File: src/hdl/ddpd_pkg.sv
// Shared types, constants and widths for the differential drive PD controller.
package ddpd_pkg;

  localparam int POS_W  = 24;  // wheel positions and targets
  localparam int HEAD_W = 16;  // bearing input
  localparam int ERR_W  = 25;  // wheel error
  localparam int DERR_W = 26;  // wheel error difference
  localparam int HERR_W = 17;  // bearing error
  localparam int GAIN_W = 16;
  localparam int LIM_W  = 15;
  localparam int PWR_W  = 16;
  localparam int PROD_W = 43;  // one gain product
  localparam int TGT_W  = 44;  // target power before slew limiting

  localparam int CFG_IDX_W  = 3;
  localparam int CFG_DATA_W = 24;

  localparam int FULL_TURN    = 36000;
  localparam int HEADING_TOL  = 100;
  localparam int DISTANCE_TOL = 10;

  // Bearing difference is biased by a whole number of turns so it is never negative.
  localparam int WRAP_TURNS = 235;
  localparam logic [ERR_W-1:0] WRAP_OFFSET = ERR_W'(WRAP_TURNS * FULL_TURN);

  // Reciprocal of a full turn for the quotient estimate; estimate is exact or one low.
  localparam int RECIP_SHIFT = 40;
  localparam int QUOT_W      = 2 * ERR_W - RECIP_SHIFT;
  localparam logic [ERR_W-1:0] RECIP_MUL = ERR_W'((64'd1 << RECIP_SHIFT) / FULL_TURN);

  localparam logic [LIM_W-1:0] LIMIT_RESET = 15'd32512;

  typedef enum logic [1:0] {
    MODE_OFF  = 2'd0,
    MODE_DIST = 2'd1,
    MODE_CW   = 2'd2,
    MODE_CCW  = 2'd3
  } mode_t;

  typedef enum logic [CFG_IDX_W-1:0] {
    REG_MODE       = 3'd0,
    REG_TARGET_A   = 3'd1,
    REG_TARGET_B   = 3'd2,
    REG_GAIN_P     = 3'd3,
    REG_GAIN_D     = 3'd4,
    REG_GAIN_KICK  = 3'd5,
    REG_RAMP_LIMIT = 3'd6,
    REG_SPEED_LIM  = 3'd7
  } reg_idx_t;

  typedef struct packed {
    mode_t                   mode;
    logic signed [POS_W-1:0] target_left_or_bearing;
    logic signed [POS_W-1:0] target_right;
    logic [GAIN_W-1:0]       gain_p;
    logic [GAIN_W-1:0]       gain_d;
    logic [LIM_W-1:0]        gain_kick;
    logic [LIM_W-1:0]        ramp_limit;
    logic [LIM_W-1:0]        speed_limit;
  } cfg_t;

  // Errors ready for the gain multipliers. In turn mode the right side carries
  // the negated bearing error.
  typedef struct packed {
    logic                     turn;
    logic signed [ERR_W-1:0]  el;
    logic signed [ERR_W-1:0]  er;
    logic signed [DERR_W-1:0] dl;
    logic signed [DERR_W-1:0] dr;
  } err_t;

  typedef struct packed {
    logic signed [TGT_W-1:0] tl;
    logic signed [TGT_W-1:0] tr;
  } tgt_t;

endpackage

File: src/hdl/ddpd_pd.sv
// Gain products, PD sum and near-target kick.
module ddpd_pd
  import ddpd_pkg::*;
(
  input  logic clk,
  input  logic rst,
  input  cfg_t cfg,
  input  logic in_valid,
  output logic in_ready,
  input  err_t in_err,
  output logic out_valid,
  input  logic out_ready,
  output tgt_t out_tgt
);

  localparam logic signed [ERR_W-1:0] HTOL = ERR_W'(HEADING_TOL);
  localparam logic signed [ERR_W-1:0] DTOL = ERR_W'(DISTANCE_TOL);

  logic signed [ERR_W-1:0]  el, er;
  logic signed [DERR_W-1:0] dl, dr;
  logic signed [GAIN_W:0]   gp, gd;
  logic signed [PROD_W-1:0] pl, ql, pr, qr;
  logic                     near_next;

  logic                     v_d, turn_d, near_d;
  logic signed [PROD_W-1:0] pl_d, ql_d, pr_d, qr_d;

  logic signed [TGT_W-1:0]  sl, sr, kick;
  logic                     up_r;
  logic                     v_e;
  tgt_t                     tgt_e;

  logic en_d, en_e;

  assign en_e     = !v_e || out_ready;
  assign en_d     = !v_d || en_e;
  assign in_ready = en_d;

  assign el = in_err.el;
  assign er = in_err.er;
  assign dl = in_err.dl;
  assign dr = in_err.dr;
  assign gp = $signed({1'b0, cfg.gain_p});
  assign gd = $signed({1'b0, cfg.gain_d});

  assign pl = el * gp;
  assign ql = dl * gd;
  assign pr = er * gp;
  assign qr = dr * gd;

  // strict tolerance windows
  assign near_next = in_err.turn ? (el > -HTOL && el < HTOL)
                                 : (el > -DTOL && el < DTOL && er > -DTOL && er < DTOL);

  always_ff @(posedge clk) begin
    if (rst) begin
      v_d <= 1'b0;
    end else if (en_d) begin
      v_d <= in_valid;
    end
    if (en_d) begin
      turn_d <= in_err.turn;
      near_d <= near_next;
      pl_d   <= pl;
      ql_d   <= ql;
      pr_d   <= pr;
      qr_d   <= qr;
    end
  end

  assign sl   = TGT_W'(pl_d) + TGT_W'(ql_d);
  assign sr   = TGT_W'(pr_d) + TGT_W'(qr_d);
  assign kick = near_d ? $signed({{(TGT_W-LIM_W){1'b0}}, cfg.gain_kick}) : '0;
  // in turn mode the right target is the negated left one, so a zero gets -kick
  assign up_r = turn_d ? (sr > 0) : (sr >= 0);

  always_ff @(posedge clk) begin
    if (rst) begin
      v_e <= 1'b0;
    end else if (en_e) begin
      v_e <= v_d;
    end
    if (en_e) begin
      tgt_e.tl <= (sl >= 0) ? sl + kick : sl - kick;
      tgt_e.tr <= up_r ? sr + kick : sr - kick;
    end
  end

  assign out_valid = v_e;
  assign out_tgt   = tgt_e;

endmodule

File: config.mk
export PLATFORM = sky130hd
export DESIGN_NAME = ddpd_pd
export DESIGN_NICKNAME = d
export VERILOG_FILES = /design/src/hdl/ddpd_pkg.sv /design/src/hdl/ddpd_pd.sv
export SDC_FILE = /design/constraint.sdc
export NUM_CORES = 2
export LEC_CHECK = 0
export BUFFER_PORTS_ARGS = -buffer_cell sky130_fd_sc_hd__buf_2
export CELL_PAD_IN_SITES_DETAIL_PLACEMENT = 0
export CELL_PAD_IN_SITES_GLOBAL_PLACEMENT = 1
export CORE_MARGIN = 5
export CORE_UTILIZATION = 35
export DETAILED_ROUTE_END_ITERATION = 8
export GPL_TIMING_DRIVEN = 0
export PLACE_DENSITY_LB_ADDON = 0.3
export SLEW_MARGIN = 20
export SYNTH_ARGS = -nofsm -noshare
export SYNTH_HDL_FRONTEND = slang
export SYNTH_SLANG_ARGS = --single-unit
File: constraint.sdc
create_clock -name clk -period 8.7 [get_ports clk]
set_input_delay 0.435 -clock clk [delete_from_list [all_inputs] [get_ports clk]]
set_output_delay 0.435 -clock clk [all_outputs]
set_load 0.01 [all_outputs]
==> tab_implementation.tex <==
\begin{tabular}{lr}
\hline
Metric & Value \\
\hline
\multicolumn{2}{l}{\textbf{Timing}} \\
\quad Pins Over Slew Limit & 0 \\
\quad Minimum clock period & 8.97 ns \\
\quad Timing-limited maximum frequency & 0.112 GHz \\
\quad Worst-case headroom to the max-slew limit & 21.5\% \\
\quad Slew at the pin closest to its max-slew limit & 1.18 ns \\
\quad Final setup violation count & 9 \\
\quad Unrepaired setup endpoints after global routing & yes \\
\quad Hold violation count in the final report & 0 \\
\quad Tightest hold margin & 0.155 ns \\
\quad Worst clock skew on the final layout & 0.0736 ns \\
\quad Final critical-path setup slack & -0.267 ns \\
\quad Crit share post-route & 103\% \\
\multicolumn{2}{l}{\textbf{Global routing}} \\
\quad Global-route wire length before repair & 391000 um \\
\quad Initial antenna violation count & 30 \\
\quad Overall track demand over capacity in global routing & 22.2\% \\
\quad Largest net degree at the start of global routing & 69 \\
\quad Vias in the first global route & 62595 \\
\quad Gr ovfl total & 0 \\
\multicolumn{2}{l}{\textbf{Routing}} \\
\quad Routed via count & 59318 \\
\quad Post-DR vias/cell & 5.04 \\
\quad Wirelength per Cell & 21.7 um \\
\quad DRC marker count from the first detailed-route iteration & 3875 \\
\quad Number of nets with antenna violations after detailed routing & 0 \\
\quad Residual DRC count & 0 \\
\quad First-pass iteration count of the detailed router & 6 \\
\quad Drt total wl & 256000 um \\
\multicolumn{2}{l}{\textbf{Floorplan}} \\
\quad Initial cell density of the core & 35.1\% \\
\quad Die footprint & 230000 um2 \\
\quad Number of I/O pins & 324 \\
\quad Core box area & 220000 um2 \\
\quad Vertical die dimension & 479 um \\
\quad DIE WIDTH & 479 um \\
\quad Number of core rows & 172 \\
\multicolumn{2}{l}{\textbf{Run}} \\
\quad MaxCap Viol Count & 0 \\
\multicolumn{2}{l}{\textbf{Synth}} \\
\quad Number of enable-type register cells in the synthesized netlist & 260 \\
\quad Ranking of synthesized cells by instance count & inv\_1 (1936), fa\_1 (1596), nand2\_1 (1287), and2\_1 (587), ha\_1 (546) \\
\quad Cell types with the largest area share after synthesis & fa\_1 (41\%), edfxtp\_1 (10\%), inv\_1 (9.4\%) \\
\quad Most area-hungry cell type in the Yosys netlist & fa\_1 \\
\quad Fraction of registers with async set/reset & 0\% \\
\quad Mean area per synthesized cell & 8.94 um2 \\
\quad Mapped Cells & 8621 \\
\quad Primary flip-flop cell chosen by synthesis mapping & edfxtp\_1 \\
\quad Share of the synthesized area in the top cell type & 41.4\% \\
\quad Most used standard cell by instance count after synthesis & inv\_1 \\
\quad Part of the Yosys area used for sequential elements & 10.2\% \\
\quad Unique cell type count in the Yosys netlist & 112 \\
\quad Yosys warnings & 0 \\
\quad Net count after synthesis & 10997 \\
\quad Seq cells post-synth & 262 \\
\quad Combined area of all synthesized cells & 77100 um2 \\
\multicolumn{2}{l}{\textbf{Clocking}} \\
\quad TritonCTS clock tree & built \\
\quad Number of buffers between clock root and the deepest sink & 3 \\
\quad Sink count of the clock tree & 262 \\
\quad Clk Latency, worst-skew pair & 0.68 ns \\
\quad Max H-tree Level & 1 \\
\quad Master cell of the clock root buffer & clkbuf\_16 \\
\quad Number of clock buffers inserted by TritonCTS & 30 \\
\quad Clk pin slew, worst setup/hold paths & 0.06 ns \\
\multicolumn{2}{l}{\textbf{Critical path}} \\
\quad Data required time of the worst path & 9.02 ns \\
\quad Data arrival, critical path & 9.29 ns \\
\quad Kind of start point of the critical path & flop \\
\quad Type of the worst setup path & flop to flop \\
\quad Nature of the critical path endpoint & flop \\
\quad Critical Path Slowest Stage Cell & or4\_4 \\
\quad Slowest Stage Delay on Critical Path & 0.46 ns \\
\quad Critical-path maximum fanout & 8 \\
\multicolumn{2}{l}{\textbf{Finish}} \\
\quad Number of standard cells in the layout, taps in and fillers out & 11762 \\
\quad Post-layout instance area & 83900 um2 \\
\quad Layout net count & 11233 \\
\quad Share of layout cells above drive strength 1 & 5.67\% \\
\quad Area growth from synthesis to layout & 8.80\% \\
\multicolumn{2}{l}{\textbf{Outcome}} \\
\quad Violations in the final reports & setup timing \\
\quad Status & finished with violations \\
\multicolumn{2}{l}{\textbf{Worst hold path}} \\
\quad Class of the tightest hold or removal check & input pin to flop \\
\multicolumn{2}{l}{\textbf{Placement}} \\
\quad Final HPWL DP & 217000 um \\
\quad Cell count after placement & 11674 \\
\quad Placer Congestion & 0.921 \\
\quad Post-placement setup slack & -3.88 ns \\
\quad Area after detailed placement & 81700 um2 \\
\quad Number of I/O port buffers & 177 \\
\hline
\end{tabular}
[cell type report]
class	instances	area, um2
diodes	13	32.5
flip-flops and latches	262	7850
fillers	22527	136000
clock inverters	17	191
plain buffers	386	1630
clock buffers	36	773
multi-input cells	6028	61300
well taps	2871	3590
repair buffers	211	1240
inverters	1938	7280
[flip-flops by register name (all words and copies together) (netlist names)]
signal	flops
near_d	1
out_tgt	88
out_valid	1
pl_d	42
pr_d	42
ql_d	43
qr_d	43
turn_d	1
v_d	1
[placed cells by master, fill, tap and decap left out, drive strengths merged, types with 36 or more instances in the layout]
cell type,synthesis,final
inv,1938,1940
a31oi,43,43
nand3,75,75
nor2,290,290
a21oi,265,265
clkbuf,371,394
buf,22,235
o21a,39,39
and2,589,589
o21ai,205,205
a21o,82,82
nand2,1288,1288
o21bai,36,36
nor3,71,71
fa,1596,1596
ha,546,546
edfxtp,260,260
xnor2,274,274
xor2,79,79
[per-layer routing]
| layer | track usage, % | routed length, um | up-vias |
|---|---|---|---|
| met4 | 7.02 | 10200 | 8 |
| met1 | 30.3 | 110000 | 30554 |
| li1 | - | - | 26815 |
| met5 | 0 | 53 | - |
| met3 | 2.95 | 15300 | 315 |
| met2 | 36.8 | 120000 | 1626 |
[logic make-up after synthesis]
family          after synthesis  synth area share, %
xor+xnor                    353                 4.01
fa+ha+maj                  2159                 50.5
simple gates               2531                 15.3
compound gates              976                 8.41
buf+inv                    2331                 11.4
mux                           9                0.135
flops                       262                 10.2
[final timing paths]
kind / from / end / slack (ns) / cells after the start
worst min register to register: v_d$_SDFFE_PP0P_ / out_valid$_SDFFE_PP0P_ / 0.54 / 2
worst min-delay path: out_ready / out_valid$_SDFFE_PP0P_ / 0.16 / 4
worst max register to register: qr_d[0]$_DFFE_PP_ / out_tgt[40]$_DFFE_PP_ / -0.27 / 37
worst max-delay path: qr_d[0]$_DFFE_PP_ / out_tgt[40]$_DFFE_PP_ / -0.27 / 37
[what timing repair did]
action / 4_1_cts / 5_1_grt
gates cloned: 0 / 1
hold endpoints to repair: 2 / 0
endpoints found under the setup margin: 58 / 50
resized for setup: 100 / 184
buffers inserted: 14 / 12
hold buffers: 2 / 0
pin swaps: 22 / 36
[critical path, delay by kind of cell, from the launching register on]
family	cells	cell delay (ns)
AO/OA/AOI/OAI	17	3.15
XOR/XNOR	1	0.11
adder cells (fa/ha/maj)	4	1.23
buffers and inverters	3	0.54
flip-flops	1	0.44
AND/OR/NAND/NOR	12	3.13
[metrics by stage]
step                      util [%]  TNS (ns)
after CTS                     37.9   -0.0269
after global placement        37.2   -112.68
after detailed placement      37.2   -110.24
after floorplan                  -         0
after global routing          38.2     -4.25
final                         38.2     -1.19
Power is left out: the tool's default activity adds up to more than one toggle a clock period on the data nets, which glitch-free logic cannot reach.
