### config.mk
export PLATFORM = sky130hd
export DESIGN_NAME = ddpd_err
export DESIGN_NICKNAME = d
export VERILOG_FILES = /design/src/hdl/ddpd_pkg.sv /design/src/hdl/ddpd_err.sv
export SDC_FILE = /design/constraint.sdc
export NUM_CORES = 1
export LEC_CHECK = 0
export BUFFER_PORTS_ARGS = -buffer_cell sky130_fd_sc_hd__buf_2
export CAP_MARGIN = 25
export CORE_AREA = 2 2 310 236
export CTS_CLUSTER_DIAMETER = 100
export CTS_CLUSTER_SIZE = 20
export DETAILED_ROUTE_END_ITERATION = 10
export DIE_AREA = 0 0 312 238
export PLACE_DENSITY_LB_ADDON = 0.3
export SETUP_SLACK_MARGIN = 0.4
export SLEW_MARGIN = 40
export SYNTH_ARGS = -nofsm -noshare
export SYNTH_HDL_FRONTEND = slang
export SYNTH_SLANG_ARGS = --single-unit
### constraint.sdc
create_clock -name clk -period 24.7 [get_ports clk]
set_clock_uncertainty 0.05 [all_clocks]
set_input_delay 7.41 -clock clk [delete_from_list [all_inputs] [get_ports clk]]
set_output_delay 7.41 -clock clk [all_outputs]
set_load 0.005 [all_outputs]
### src/hdl/ddpd_pkg.sv
// Shared types, constants and widths for the differential drive PD controller.
package ddpd_pkg;

  localparam int POS_W  = 24;  // wheel positions and targets
  localparam int HEAD_W = 16;  // bearing input
  localparam int ERR_W  = 25;  // wheel error
  localparam int DERR_W = 26;  // wheel error difference
  localparam int HERR_W = 17;  // bearing error
  localparam int GAIN_W = 16;
  localparam int LIM_W  = 15;
  localparam int PWR_W  = 16;
  localparam int PROD_W = 43;  // one gain product
  localparam int TGT_W  = 44;  // target power before slew limiting

  localparam int CFG_IDX_W  = 3;
  localparam int CFG_DATA_W = 24;

  localparam int FULL_TURN    = 36000;
  localparam int HEADING_TOL  = 100;
  localparam int DISTANCE_TOL = 10;

  // Bearing difference is biased by a whole number of turns so it is never negative.
  localparam int WRAP_TURNS = 235;
  localparam logic [ERR_W-1:0] WRAP_OFFSET = ERR_W'(WRAP_TURNS * FULL_TURN);

  // Reciprocal of a full turn for the quotient estimate; estimate is exact or one low.
  localparam int RECIP_SHIFT = 40;
  localparam int QUOT_W      = 2 * ERR_W - RECIP_SHIFT;
  localparam logic [ERR_W-1:0] RECIP_MUL = ERR_W'((64'd1 << RECIP_SHIFT) / FULL_TURN);

  localparam logic [LIM_W-1:0] LIMIT_RESET = 15'd32512;

  typedef enum logic [1:0] {
    MODE_OFF  = 2'd0,
    MODE_DIST = 2'd1,
    MODE_CW   = 2'd2,
    MODE_CCW  = 2'd3
  } mode_t;

  typedef enum logic [CFG_IDX_W-1:0] {
    REG_MODE       = 3'd0,
    REG_TARGET_A   = 3'd1,
    REG_TARGET_B   = 3'd2,
    REG_GAIN_P     = 3'd3,
    REG_GAIN_D     = 3'd4,
    REG_GAIN_KICK  = 3'd5,
    REG_RAMP_LIMIT = 3'd6,
    REG_SPEED_LIM  = 3'd7
  } reg_idx_t;

  typedef struct packed {
    mode_t                   mode;
    logic signed [POS_W-1:0] target_left_or_bearing;
    logic signed [POS_W-1:0] target_right;
    logic [GAIN_W-1:0]       gain_p;
    logic [GAIN_W-1:0]       gain_d;
    logic [LIM_W-1:0]        gain_kick;
    logic [LIM_W-1:0]        ramp_limit;
    logic [LIM_W-1:0]        speed_limit;
  } cfg_t;

  // Errors ready for the gain multipliers. In turn mode the right side carries
  // the negated bearing error.
  typedef struct packed {
    logic                     turn;
    logic signed [ERR_W-1:0]  el;
    logic signed [ERR_W-1:0]  er;
    logic signed [DERR_W-1:0] dl;
    logic signed [DERR_W-1:0] dr;
  } err_t;

  typedef struct packed {
    logic signed [TGT_W-1:0] tl;
    logic signed [TGT_W-1:0] tr;
  } tgt_t;

endpackage

### src/hdl/ddpd_err.sv
// Input register, bearing wrap and error/derivative formation with error history.
module ddpd_err
  import ddpd_pkg::*;
(
  input  logic                     clk,
  input  logic                     rst,
  input  cfg_t                     cfg,
  input  logic                     in_valid,
  output logic                     in_ready,
  input  logic                     calibrating,
  input  logic signed [POS_W-1:0]  pos_left,
  input  logic signed [POS_W-1:0]  pos_right,
  input  logic [HEAD_W-1:0]        heading,
  output logic                     out_valid,
  input  logic                     out_ready,
  output err_t                     out_err
);

  localparam logic [ERR_W-1:0]         FULL_TURN_U = ERR_W'(FULL_TURN);
  localparam logic [HERR_W-1:0]        TURN_U      = HERR_W'(FULL_TURN);
  localparam logic signed [HERR_W-1:0] TURN_S      = HERR_W'(FULL_TURN);

  // stage A: input register
  logic                    v_a, turn_a, ccw_a;
  logic signed [POS_W-1:0] pos_l_a, pos_r_a;
  logic [ERR_W-1:0]        u_a;
  logic [ERR_W-1:0]        u_next;

  // stage B: wheel errors and quotient estimate
  logic                    v_b, turn_b, ccw_b;
  logic signed [ERR_W-1:0] el_b, er_b;
  logic [ERR_W-1:0]        u_b;
  logic [QUOT_W-1:0]       q_b;
  logic [2*ERR_W-1:0]      prod;

  // stage C: wrapped bearing error and derivatives
  logic                    v_c;
  err_t                    err_c, err_next;
  logic [ERR_W-1:0]        qm, r0;
  logic [HERR_W-1:0]       r1;
  logic signed [HERR_W-1:0] e_h;
  logic signed [HERR_W:0]  d_h;
  logic signed [HERR_W-1:0] last_err_heading;
  logic signed [ERR_W-1:0]  last_err_left, last_err_right;

  logic en_a, en_b, en_c;

  assign en_c     = !v_c || out_ready;
  assign en_b     = !v_b || en_c;
  assign en_a     = !v_a || en_b;
  assign in_ready = en_a;

  // target bearing minus heading, biased positive
  assign u_next = ERR_W'(cfg.target_left_or_bearing) + (WRAP_OFFSET - ERR_W'(heading));

  always_ff @(posedge clk) begin
    if (rst) begin
      v_a <= 1'b0;
    end else if (en_a) begin
      v_a <= in_valid && !calibrating && (cfg.mode != MODE_OFF);
    end
    if (en_a) begin
      turn_a  <= (cfg.mode == MODE_CW) || (cfg.mode == MODE_CCW);
      ccw_a   <= (cfg.mode == MODE_CCW);
      pos_l_a <= pos_left;
      pos_r_a <= pos_right;
      u_a     <= u_next;
    end
  end

  assign prod = u_a * RECIP_MUL;

  always_ff @(posedge clk) begin
    if (rst) begin
      v_b <= 1'b0;
    end else if (en_b) begin
      v_b <= v_a;
    end
    if (en_b) begin
      turn_b <= turn_a;
      ccw_b  <= ccw_a;
      el_b   <= ERR_W'(cfg.target_left_or_bearing) - ERR_W'(pos_l_a);
      er_b   <= ERR_W'(cfg.target_right) - ERR_W'(pos_r_a);
      u_b    <= u_a;
      q_b    <= prod[2*ERR_W-1:RECIP_SHIFT];
    end
  end

  // remainder is below two turns, one correction step
  assign qm  = ERR_W'(q_b) * FULL_TURN_U;
  assign r0  = u_b - qm;
  assign r1  = (r0[HERR_W-1:0] >= TURN_U) ? r0[HERR_W-1:0] - TURN_U : r0[HERR_W-1:0];
  assign e_h = ccw_b ? $signed(r1) - TURN_S : $signed(r1);
  assign d_h = (HERR_W+1)'(e_h) - (HERR_W+1)'(last_err_heading);

  always_comb begin
    err_next.turn = turn_b;
    if (turn_b) begin
      err_next.el = ERR_W'(e_h);
      err_next.er = -ERR_W'(e_h);
      err_next.dl = DERR_W'(d_h);
      err_next.dr = -DERR_W'(d_h);
    end else begin
      err_next.el = el_b;
      err_next.er = er_b;
      err_next.dl = DERR_W'(el_b) - DERR_W'(last_err_left);
      err_next.dr = DERR_W'(er_b) - DERR_W'(last_err_right);
    end
  end

  always_ff @(posedge clk) begin
    if (rst) begin
      v_c              <= 1'b0;
      last_err_heading <= '0;
      last_err_left    <= '0;
      last_err_right   <= '0;
    end else if (en_c) begin
      v_c <= v_b;
      if (v_b) begin
        if (turn_b) begin
          last_err_heading <= e_h;
        end else begin
          last_err_left  <= el_b;
          last_err_right <= er_b;
        end
      end
    end
    if (en_c) begin
      err_c <= err_next;
    end
  end

  assign out_valid = v_c;
  assign out_err   = err_c;

endmodule

==> results.md, run 1 <==
- The run finished with clean final reports.
- The detailed-placement wirelength estimate is 56.7 mm.
- The root buffer cell chosen for the clock tree is sky130_fd_sc_hd__clkbuf_16.
- The total congestion overflow after global routing is 0.
- For flop-to-flop paths, the worst setup slack is 14,270 ps.
- The number of rows in the core area is 85.
- Setup violations remaining at the end of the flow were counted as 0.
- STA classifies the critical path endpoint as an output port.
- The count of flip-flops with a built-in enable after synthesis is 257.
- The most used flip-flop cell after synthesis is sky130_fd_sc_hd__edfxtp_1.
- The worst setup path is of the input pin to output port kind.
- The start point of the critical path is out_ready.
- The clock tree from TritonCTS is built.
- In the synthesized netlist, the cells that appear most often are 444 x sky130_fd_sc_hd__ha_1, 397 x sky130_fd_sc_hd__inv_1, 257 x sky130_fd_sc_hd__edfxtp_1.
- The final core utilization is 44.1%.
- Counting flops and latches in the post-synthesis netlist gives 327.
- CTS saw 327 sinks.
- The worst setup path is launched from an input pin.
- In this run the deepest clock path goes through 3 buffers.
- The later-pin clock latency in the skew report is 590 ps.
- The global-route usage over all layers is 19.5%.
- The worst slack on hold paths is 406 ps.
- Yosys attributes the largest share of cell area to sky130_fd_sc_hd__edfxtp_1 27%, sky130_fd_sc_hd__ha_1 20%, sky130_fd_sc_hd__fa_1 12%.
- For this block, the routed nets add up to 72.1 mm of wire.
- The pin count of the biggest net entering global routing is 92.
- The number of nets in the finished design is 3,797.
- The cell with the most instances after synthesis is sky130_fd_sc_hd__ha_1.
- The post-route netlist has 12.3% of its cells at a drive strength greater than 1.
- The number of buffers created by CTS is 24.
- The die covers 0.0743 mm^2.
- The largest fanout of any net on the critical path is 26.
- The detailed router placed 20,366 vias in this run.
- For this run, design rule violations remaining after detail routing come to 0.
- The fraction of registers with async set or reset after synthesis is 0%.
- The area share of the leading cell type in the synthesized netlist is 27.3%.
- Following the worst setup path forward leads to its endpoint at in_ready.
- Summing every instance area after synthesis gives 0.0282 mm^2.
- The number of failing hold endpoints at the final stage is 0.
- The total inserted antenna cells is 0.
- The worst pin sits at a relative slew slack of 38.7%.
- In this run the standard cell core region covers 0.0710 mm^2.
- The starting density of the core is 39.7%.
- The number of warnings issued by yosys is 0.
- The clock slew at the register clock pins of the worst setup and hold paths is 80 ps.
- In this run, the number of DRC markers left after iteration 0 of detailed routing was 1,616.
- The post-synthesis sequential area ratio is 32.3%.
- Synthesis produced a netlist whose cell count is 2,770.
- The leading area contributor after synthesis is sky130_fd_sc_hd__edfxtp_1.
- The die width is 312 um.
- In this run the count of I/O pins placed on the die edge is 301.
- The detailed-router iteration count before antenna repair is 5.
- CTS built an H-tree with a depth of 1.
- Measured in cells, the most critical reg-to-reg path has a length of 35.
- For the pin with the worst max-slew slack, the measured transition is 911 ps.
- The type of the worst min-delay path is flop to flop.
- The wire length of the first global-routing pass is 113 mm.
- The count of port buffers added during placement is 223.
- The number of antenna violations at the first check in global routing is 3.
- The summed negative setup slack over all endpoints is 0 ps.
- Across the run, the number of max-cap violations was 0.
- After clock tree synthesis, the flow added hold-fix buffers numbering 0.
- The die extent in y is 238 um.
- The arrival time reported for the critical path endpoint is 8800 ps.
- The worst register-to-register path begins at q_b[1]$_DFFE_PP_.
- The final antenna-violating net count is 0.
- The average via count per standard cell is 5.14.
- The number of gates resized after CTS is 0.
- The total nets after synthesis is 3,577.
- The number of pins with negative max-slew slack in the final report was 0.
- The weighted congestion at the end of routability-driven global placement is 0.909.
- The capture point of the worst reg-to-reg path is out_err[17]$_DFFE_PP_.
- Setup repair after global routing left no endpoint under its margin.
- The time the worst path needs with I/O delays and setup is 16,260 ps.
- Counting distinct cell types in the post-synthesis netlist gives 106.
- Once the clock tree was built, the setup fixing pass inserted 0 buffers.
- Each instance of the synthesized netlist takes up on average 10.2 um^2.
- From synthesis to final layout, the design area changed by 11.0%.
- The number of global-route vias before repair is 19,556.
- The timing-limited maximum frequency is 61.5 MHz.
- The required time at the worst-slack endpoint is 17,240 ps.
- The share of the clock period used by the worst path is 65.8%.
- The wire length per cell is 18.2 um.
-- metrics by stage --
stage                     setup slack (ps)  std cells  area [um^2]
after floorplan                       7830       2770        28200
after global placement                8170       3914        30400
after detailed placement              8350       3916        30500
after CTS                             8350       3959        31300
after global routing                  8330       3964        31300
final                                 8440       3964        31300
-- state kept, by name (all words and copies together), names as in the netlist --
| register | flops |
|---|---|
| out_err | 103 |
| el_b | 25 |
| er_b | 25 |
| last_err_left | 25 |
| last_err_right | 25 |
| u_a | 25 |
| pos_l_a | 24 |
| pos_r_a | 24 |
| last_err_heading | 17 |
| u_b | 17 |
| q_b | 10 |
| ccw_a | 1 |
| ccw_b | 1 |
| out_valid | 1 |
| turn_a | 1 |
| turn_b | 1 |
| v_a | 1 |
| v_b | 1 |
-- worst max-delay path, stage by stage --
cell	delay (ps)
sky130_fd_sc_hd__buf_2	100
sky130_fd_sc_hd__nor2b_2	460
sky130_fd_sc_hd__nand3_4	480
sky130_fd_sc_hd__buf_2	300
-- layout by cell type, fill, tap and decap left out, drive strengths merged, types with 48 or more instances in the layout --
master,Yosys,routed
inv,398,403
nor2,172,172
xor2,48,48
ha,444,444
fa,167,167
dfxtp,70,70
o21ai,117,117
nand2,233,233
xnor2,121,121
edfxtp,257,257
buf,8,245
a21oi,176,176
-- logic make-up after synthesis --
family	share of synthesized area [%]
adder cells (fa/ha/maj)	31.5
AND/OR/NAND/NOR	10.6
buffers and inverters	6.16
AO/OA/AOI/OAI	12.9
multiplexers	1.05
XOR/XNOR	5.53
flip-flops	32.3
-- routing by layer --
layer / up-vias / GRT usage [%] / wire length, um
met2: 527 / 29.4 / 30300
met3: 70 / 3.01 / 4590
li1: 10088 / - / -
met4: 0 / 3.96 / 1530
met5: - / 0 / 0
met1: 9681 / 29.5 / 35600
-- area by class of cell --
cell class	instances	area (um^2)
clock inverter	10	136
multi-input combinational	1994	17400
clock buffer	33	634
timing repair buffer	245	1330
sequential	327	9120
tap	957	1200
inverter	398	1500
fill	6952	39700
-- worst min path at each step --
stage                                        endpoint                              start  cells past startpoint
finish                 last_err_left[23]$_SDFFE_PP0P_     last_err_left[23]$_SDFFE_PP0P_                      2
global route           last_err_right[0]$_SDFFE_PP0P_     last_err_right[0]$_SDFFE_PP0P_                      2
CTS                    last_err_left[24]$_SDFFE_PP0P_     last_err_left[24]$_SDFFE_PP0P_                      2
detailed placement     last_err_left[24]$_SDFFE_PP0P_     last_err_left[24]$_SDFFE_PP0P_                      2
global placement    last_err_heading[14]$_SDFFE_PP0P_  last_err_heading[14]$_SDFFE_PP0P_                      2
floorplan                             ccw_b$_DFFE_PP_                    ccw_a$_DFFE_PP_                      0
Power of run 1 is not shown: default switching activity piles up to over one toggle a cycle in this logic, so the estimate is an artifact.
==> run 2: changes to the inputs <==
--- a/config.mk
+++ b/config.mk
@@ -5,6 +5,7 @@
 export SDC_FILE = /design/constraint.sdc
 export NUM_CORES = 1
 export LEC_CHECK = 0
+export ABC_AREA = 1
 export BUFFER_PORTS_ARGS = -buffer_cell sky130_fd_sc_hd__buf_2
 export CAP_MARGIN = 25
 export CORE_AREA = 2 2 310 236
==> constraint.sdc (replaced) <==
create_clock -name clk -period 16.2 [get_ports clk]
set_clock_uncertainty 0.05 [all_clocks]
set_input_delay 4.86 -clock clk [delete_from_list [all_inputs] [get_ports clk]]
set_output_delay 4.86 -clock clk [all_outputs]
set_load 0.005 [all_outputs]
==> run 2 against run 1 <==
Effect of this change: die area unchanged; wire length shrank 3.1%; synthesized area hardly changed; global-route usage fell by 0.63 points; first-iteration DRC count decreased by 18%; critical path type unchanged; critical endpoint unchanged.
==> results.md, run 2 <==
- The total placed instance area is 0.0306 mm^2.
- The count of placed standard cells including taps is 4,247.
- Global routing consumed, over all layers together, 18.9% of the routing resources.
- The final antenna-violating net count is 0.
- By area the synthesized netlist is led by sky130_fd_sc_hd__edfxtp_1 27%, sky130_fd_sc_hd__ha_1 20%, sky130_fd_sc_hd__fa_1 12%.
- The finished cells cover 0.0314 mm^2.
- Measured along the x axis, the die boundary spans 312 um.
- The share of the clock period used by the worst path is 71.0%.
- The clock slew at the register clock pins of the worst setup and hold paths is 80 ps.
- CTS built an H-tree with a depth of 1.
- The count of max-cap constraint violations is 0.
- The highest metal layer with signal wires is met5.
- The gate count after technology mapping is 3,084.
- The count of filler cells inserted in the layout is 7,027.
- The capture point of the worst reg-to-reg path is out_err[22]$_DFFE_PP_.
- The synthesized area per cell is 9.15 um^2.
- The post-route met1 wirelength is 34.5 mm.
- The post-synthesis sequential area ratio is 32.3%.
- The critical path endpoint category is an output port.
- The max-slew headroom at the worst pin is 42.4%.
- The final instance count without filler cells is 4,293.
- The total met3 wirelength after detailed routing is 5.02 mm.
- The timing-limited maximum frequency is 86.9 MHz.
- Buffers inserted during clock tree synthesis total 24.
- Input and output buffers added on the ports amount to 223.
- The die extent in y is 238 um.
- Setup violations remaining at the end of the flow were counted as 0.
- The number of hold buffers added after CTS is 0.
- The critical path in this run is classified as input pin to output port.
- The flow ran to the end, and the final reports show no timing, DRC or antenna violations.
- The delay of the slowest critical-path stage is 430 ps.
- The post-synthesis mux area share is 0.0355%.
- Cells fill 44.2% of the core in the end.
- The total congestion overflow after global routing is 0.
- The largest family of logic cells by synthesized area is adder cells.
- The routed wire length on met2 is 28.9 mm.
- The number of global-route vias before repair was 19,901.
- The path class of the tightest hold or removal check is flop to flop.
- Setup repair after global routing left no endpoint under its margin.
- The number of gates resized after CTS is 0.
- The cell with the most instances after synthesis is sky130_fd_sc_hd__inv_1.
- The number of nets handed over by synthesis was 3,891.
- The fraction of the mapped netlist area in compound gates is 11.5%.
- The xor and xnor area share after synthesis is 4.31%.
- The flip-flop and latch count after synthesis is 327.
- Traced cell by cell, the critical path runs through buf_2 -> nor2_1 -> inv_4 -> nor2_1 -> nand2_4 -> buf_2.
- STA puts the critical path data arrival time at 6600 ps.
- The later-pin clock latency in the skew report is 580 ps.
- For hold timing, the worst endpoint is last_err_right[20]$_SDFFE_PP0P_.
- Setup slack on the worst reg-to-reg path comes out at 7510 ps.
- The top cell type by area accounts for 27.3% of the synthesized area.
- Of all cell types, the one taking the most synthesized area is sky130_fd_sc_hd__edfxtp_1.
- In the final routed layout, each cell accounts on average for 16.3 um.
- TritonCTS built the clock tree.
- The core box area is 0.0710 mm^2.
- Leaving out fill and tap cells, the most frequent cell in the layout is sky130_fd_sc_hd__inv_1.
- The vias after detailed routing is 20,961.
- The weighted congestion at the end of routability-driven global placement is 0.911.
- The wire length of the first global-routing pass is 110 mm.
- The startpoint of the lowest-slack hold path is last_err_right[20]$_SDFFE_PP0P_.
- The number of nets in the finished design is 4,125.
- The number of failing hold endpoints at the final stage is 0.
- The most frequently used flop master after synthesis is sky130_fd_sc_hd__edfxtp_1.
- The DRC violation count after routing is 0.
- The floorplan has 85 rows.
- Once the clock tree was built, the setup fixing pass inserted 0 buffers.
- The routed design has 69.8 mm of wire.
- Entering global routing, the biggest net connects 84 pins.
- The total standard cell area after synthesis is 0.0282 mm^2.
- After detailed routing, the number of vias per cell comes to 4.88.
- The register with the most flip-flops in the layout has 103 of them.
- In this run the critical register-to-register path is launched from q_b[2]$_DFFE_PP_.
- The nature of the critical path startpoint is an input pin.
- The number of antenna violations at the first check in global routing came to 9.
- The number of design-rule violations left by the first detailed-router iteration is 1,321.
- Adding up every negative setup slack in the final design gives 0 ps.
- The starting density of the core is 39.7%.
- The wire-length estimate of the detail-placed layout is 56.1 mm.
- The detailed-router iteration count before antenna repair is 5.
- The distinct cell type count after synthesis is 55.
- The area growth from synthesis to layout is 11.2%.
- The library cells used most frequently in the layout, excluding fill and tap cells, are 532 x sky130_fd_sc_hd__inv_1, 496 x sky130_fd_sc_hd__nand2_1, 444 x sky130_fd_sc_hd__ha_1.
- Counting instances in the post-synthesis netlist gives the leading cell types as 535 x sky130_fd_sc_hd__inv_1, 497 x sky130_fd_sc_hd__nand2_1, 444 x sky130_fd_sc_hd__ha_1.
- The count of pins on the block boundary is 301.
- The largest buffer count on any clock path is 3.
- The largest fanout of any net on the critical path is 52.
- The tree is rooted in a sky130_fd_sc_hd__clkbuf_16.
- The fraction of registers with async set or reset after synthesis is 0%.
- The slowest stage of the critical path belongs to the cell sky130_fd_sc_hd__nand2_4.
- After Yosys synthesis, full adders, half adders and majority gates account for 31.5% of the synthesized area.
- The number of warnings issued by yosys is 0.
- The die area is 0.0743 mm^2.
- The total clock sinks is 327.
- The required time at the worst-slack endpoint is 11,290 ps.
- The worst path in the final design needs a cycle of 11,510 ps, including I/O delays and setup.
- The count of flip-flops with a built-in enable after synthesis is 257.
- Measured in cells, the most critical reg-to-reg path has a length of 47.
- The number of cells traversed by the worst hold path is 2.
- The fraction of final layout cells sized beyond drive strength 1 is 10.5%.
- The simple-gate area share of the yosys netlist is 12.6%.
- At the pin with the least slew margin, the transition time is 864 ps.
- The number of pins with negative max-slew slack in the final report is 0.
==> run 2: cell count changes in the layout (fill, tap and decap cells not counted), moves of 29 or more <==
cell                      change
sky130_fd_sc_hd__inv_1      +136
sky130_fd_sc_hd__a21o_1      -29
sky130_fd_sc_hd__o21ai_0    +106
sky130_fd_sc_hd__nand3_1     +65
sky130_fd_sc_hd__nand2_1    +265
sky130_fd_sc_hd__xnor2_1     -76
sky130_fd_sc_hd__nor2_1      -39
sky130_fd_sc_hd__a21oi_1     +82
sky130_fd_sc_hd__xor2_1      +50
==> run 2: worst max-delay path: cells and delay by family <==
family,cells,cell delay [ps]
and+or+nand+nor,3,1010
buffers and inverters,3,630
==> run 2: worst max path at each step <==
stage | startpoint | to | slack (ps) | cells after the start
after floorplan | out_ready | in_ready | 2380 | 4
after global placement | out_ready | in_ready | 4670 | 6
after detailed placement | out_ready | in_ready | 4640 | 6
after CTS | out_ready | in_ready | 4640 | 6
after global routing | out_ready | in_ready | 4500 | 6
final | out_ready | in_ready | 4690 | 6
==> run 2: stage by stage <==
stage | hold slack (ps) | setup WS [ps]
floorplan | 350 | 2380
global placement | 396 | 4670
detailed placement | 401 | 4640
CTS | 413 | 4640
global route | 424 | 4500
finish | 411 | 4690
==> run 2: cell type report <==
cell class / instances / area (um^2) / share of cell area, %
Antenna cell: 1 / 2.50 / 0.00797
Tap cell: 957 / 1200 / 3.81
Clock buffer: 35 / 663 / 2.11
Timing Repair Buffer: 248 / 1330 / 4.25
Sequential cell: 327 / 9120 / 29.0
Multi-Input combinational cell: 2174 / 16900 / 53.9
Clock inverter: 8 / 119 / 0.379
Inverter: 543 / 2040 / 6.50
==> run 2: cell families (layout without fill, tap and decap cells) <==
kind of cell             Yosys count  in the layout
XOR/XNOR                         138            138
other                              0              1
flip-flops                       327            327
buffers and inverters            583            834
multiplexers                       1              1
AO/OA/AOI/OAI                    591            591
AND/OR/NAND/NOR                  833            833
adder cells (fa/ha/maj)          611            611
==> run 2: layer usage <==
| metal | global-route usage [%] | up-vias |
|---|---|---|
| li1 | - | 10786 |
| met3 | 3.75 | 60 |
| met2 | 28.5 | 508 |
| met5 | 0 | - |
| met1 | 28.0 | 9605 |
| met4 | 3.69 | 2 |
Power of run 2 is left out for the same reason.
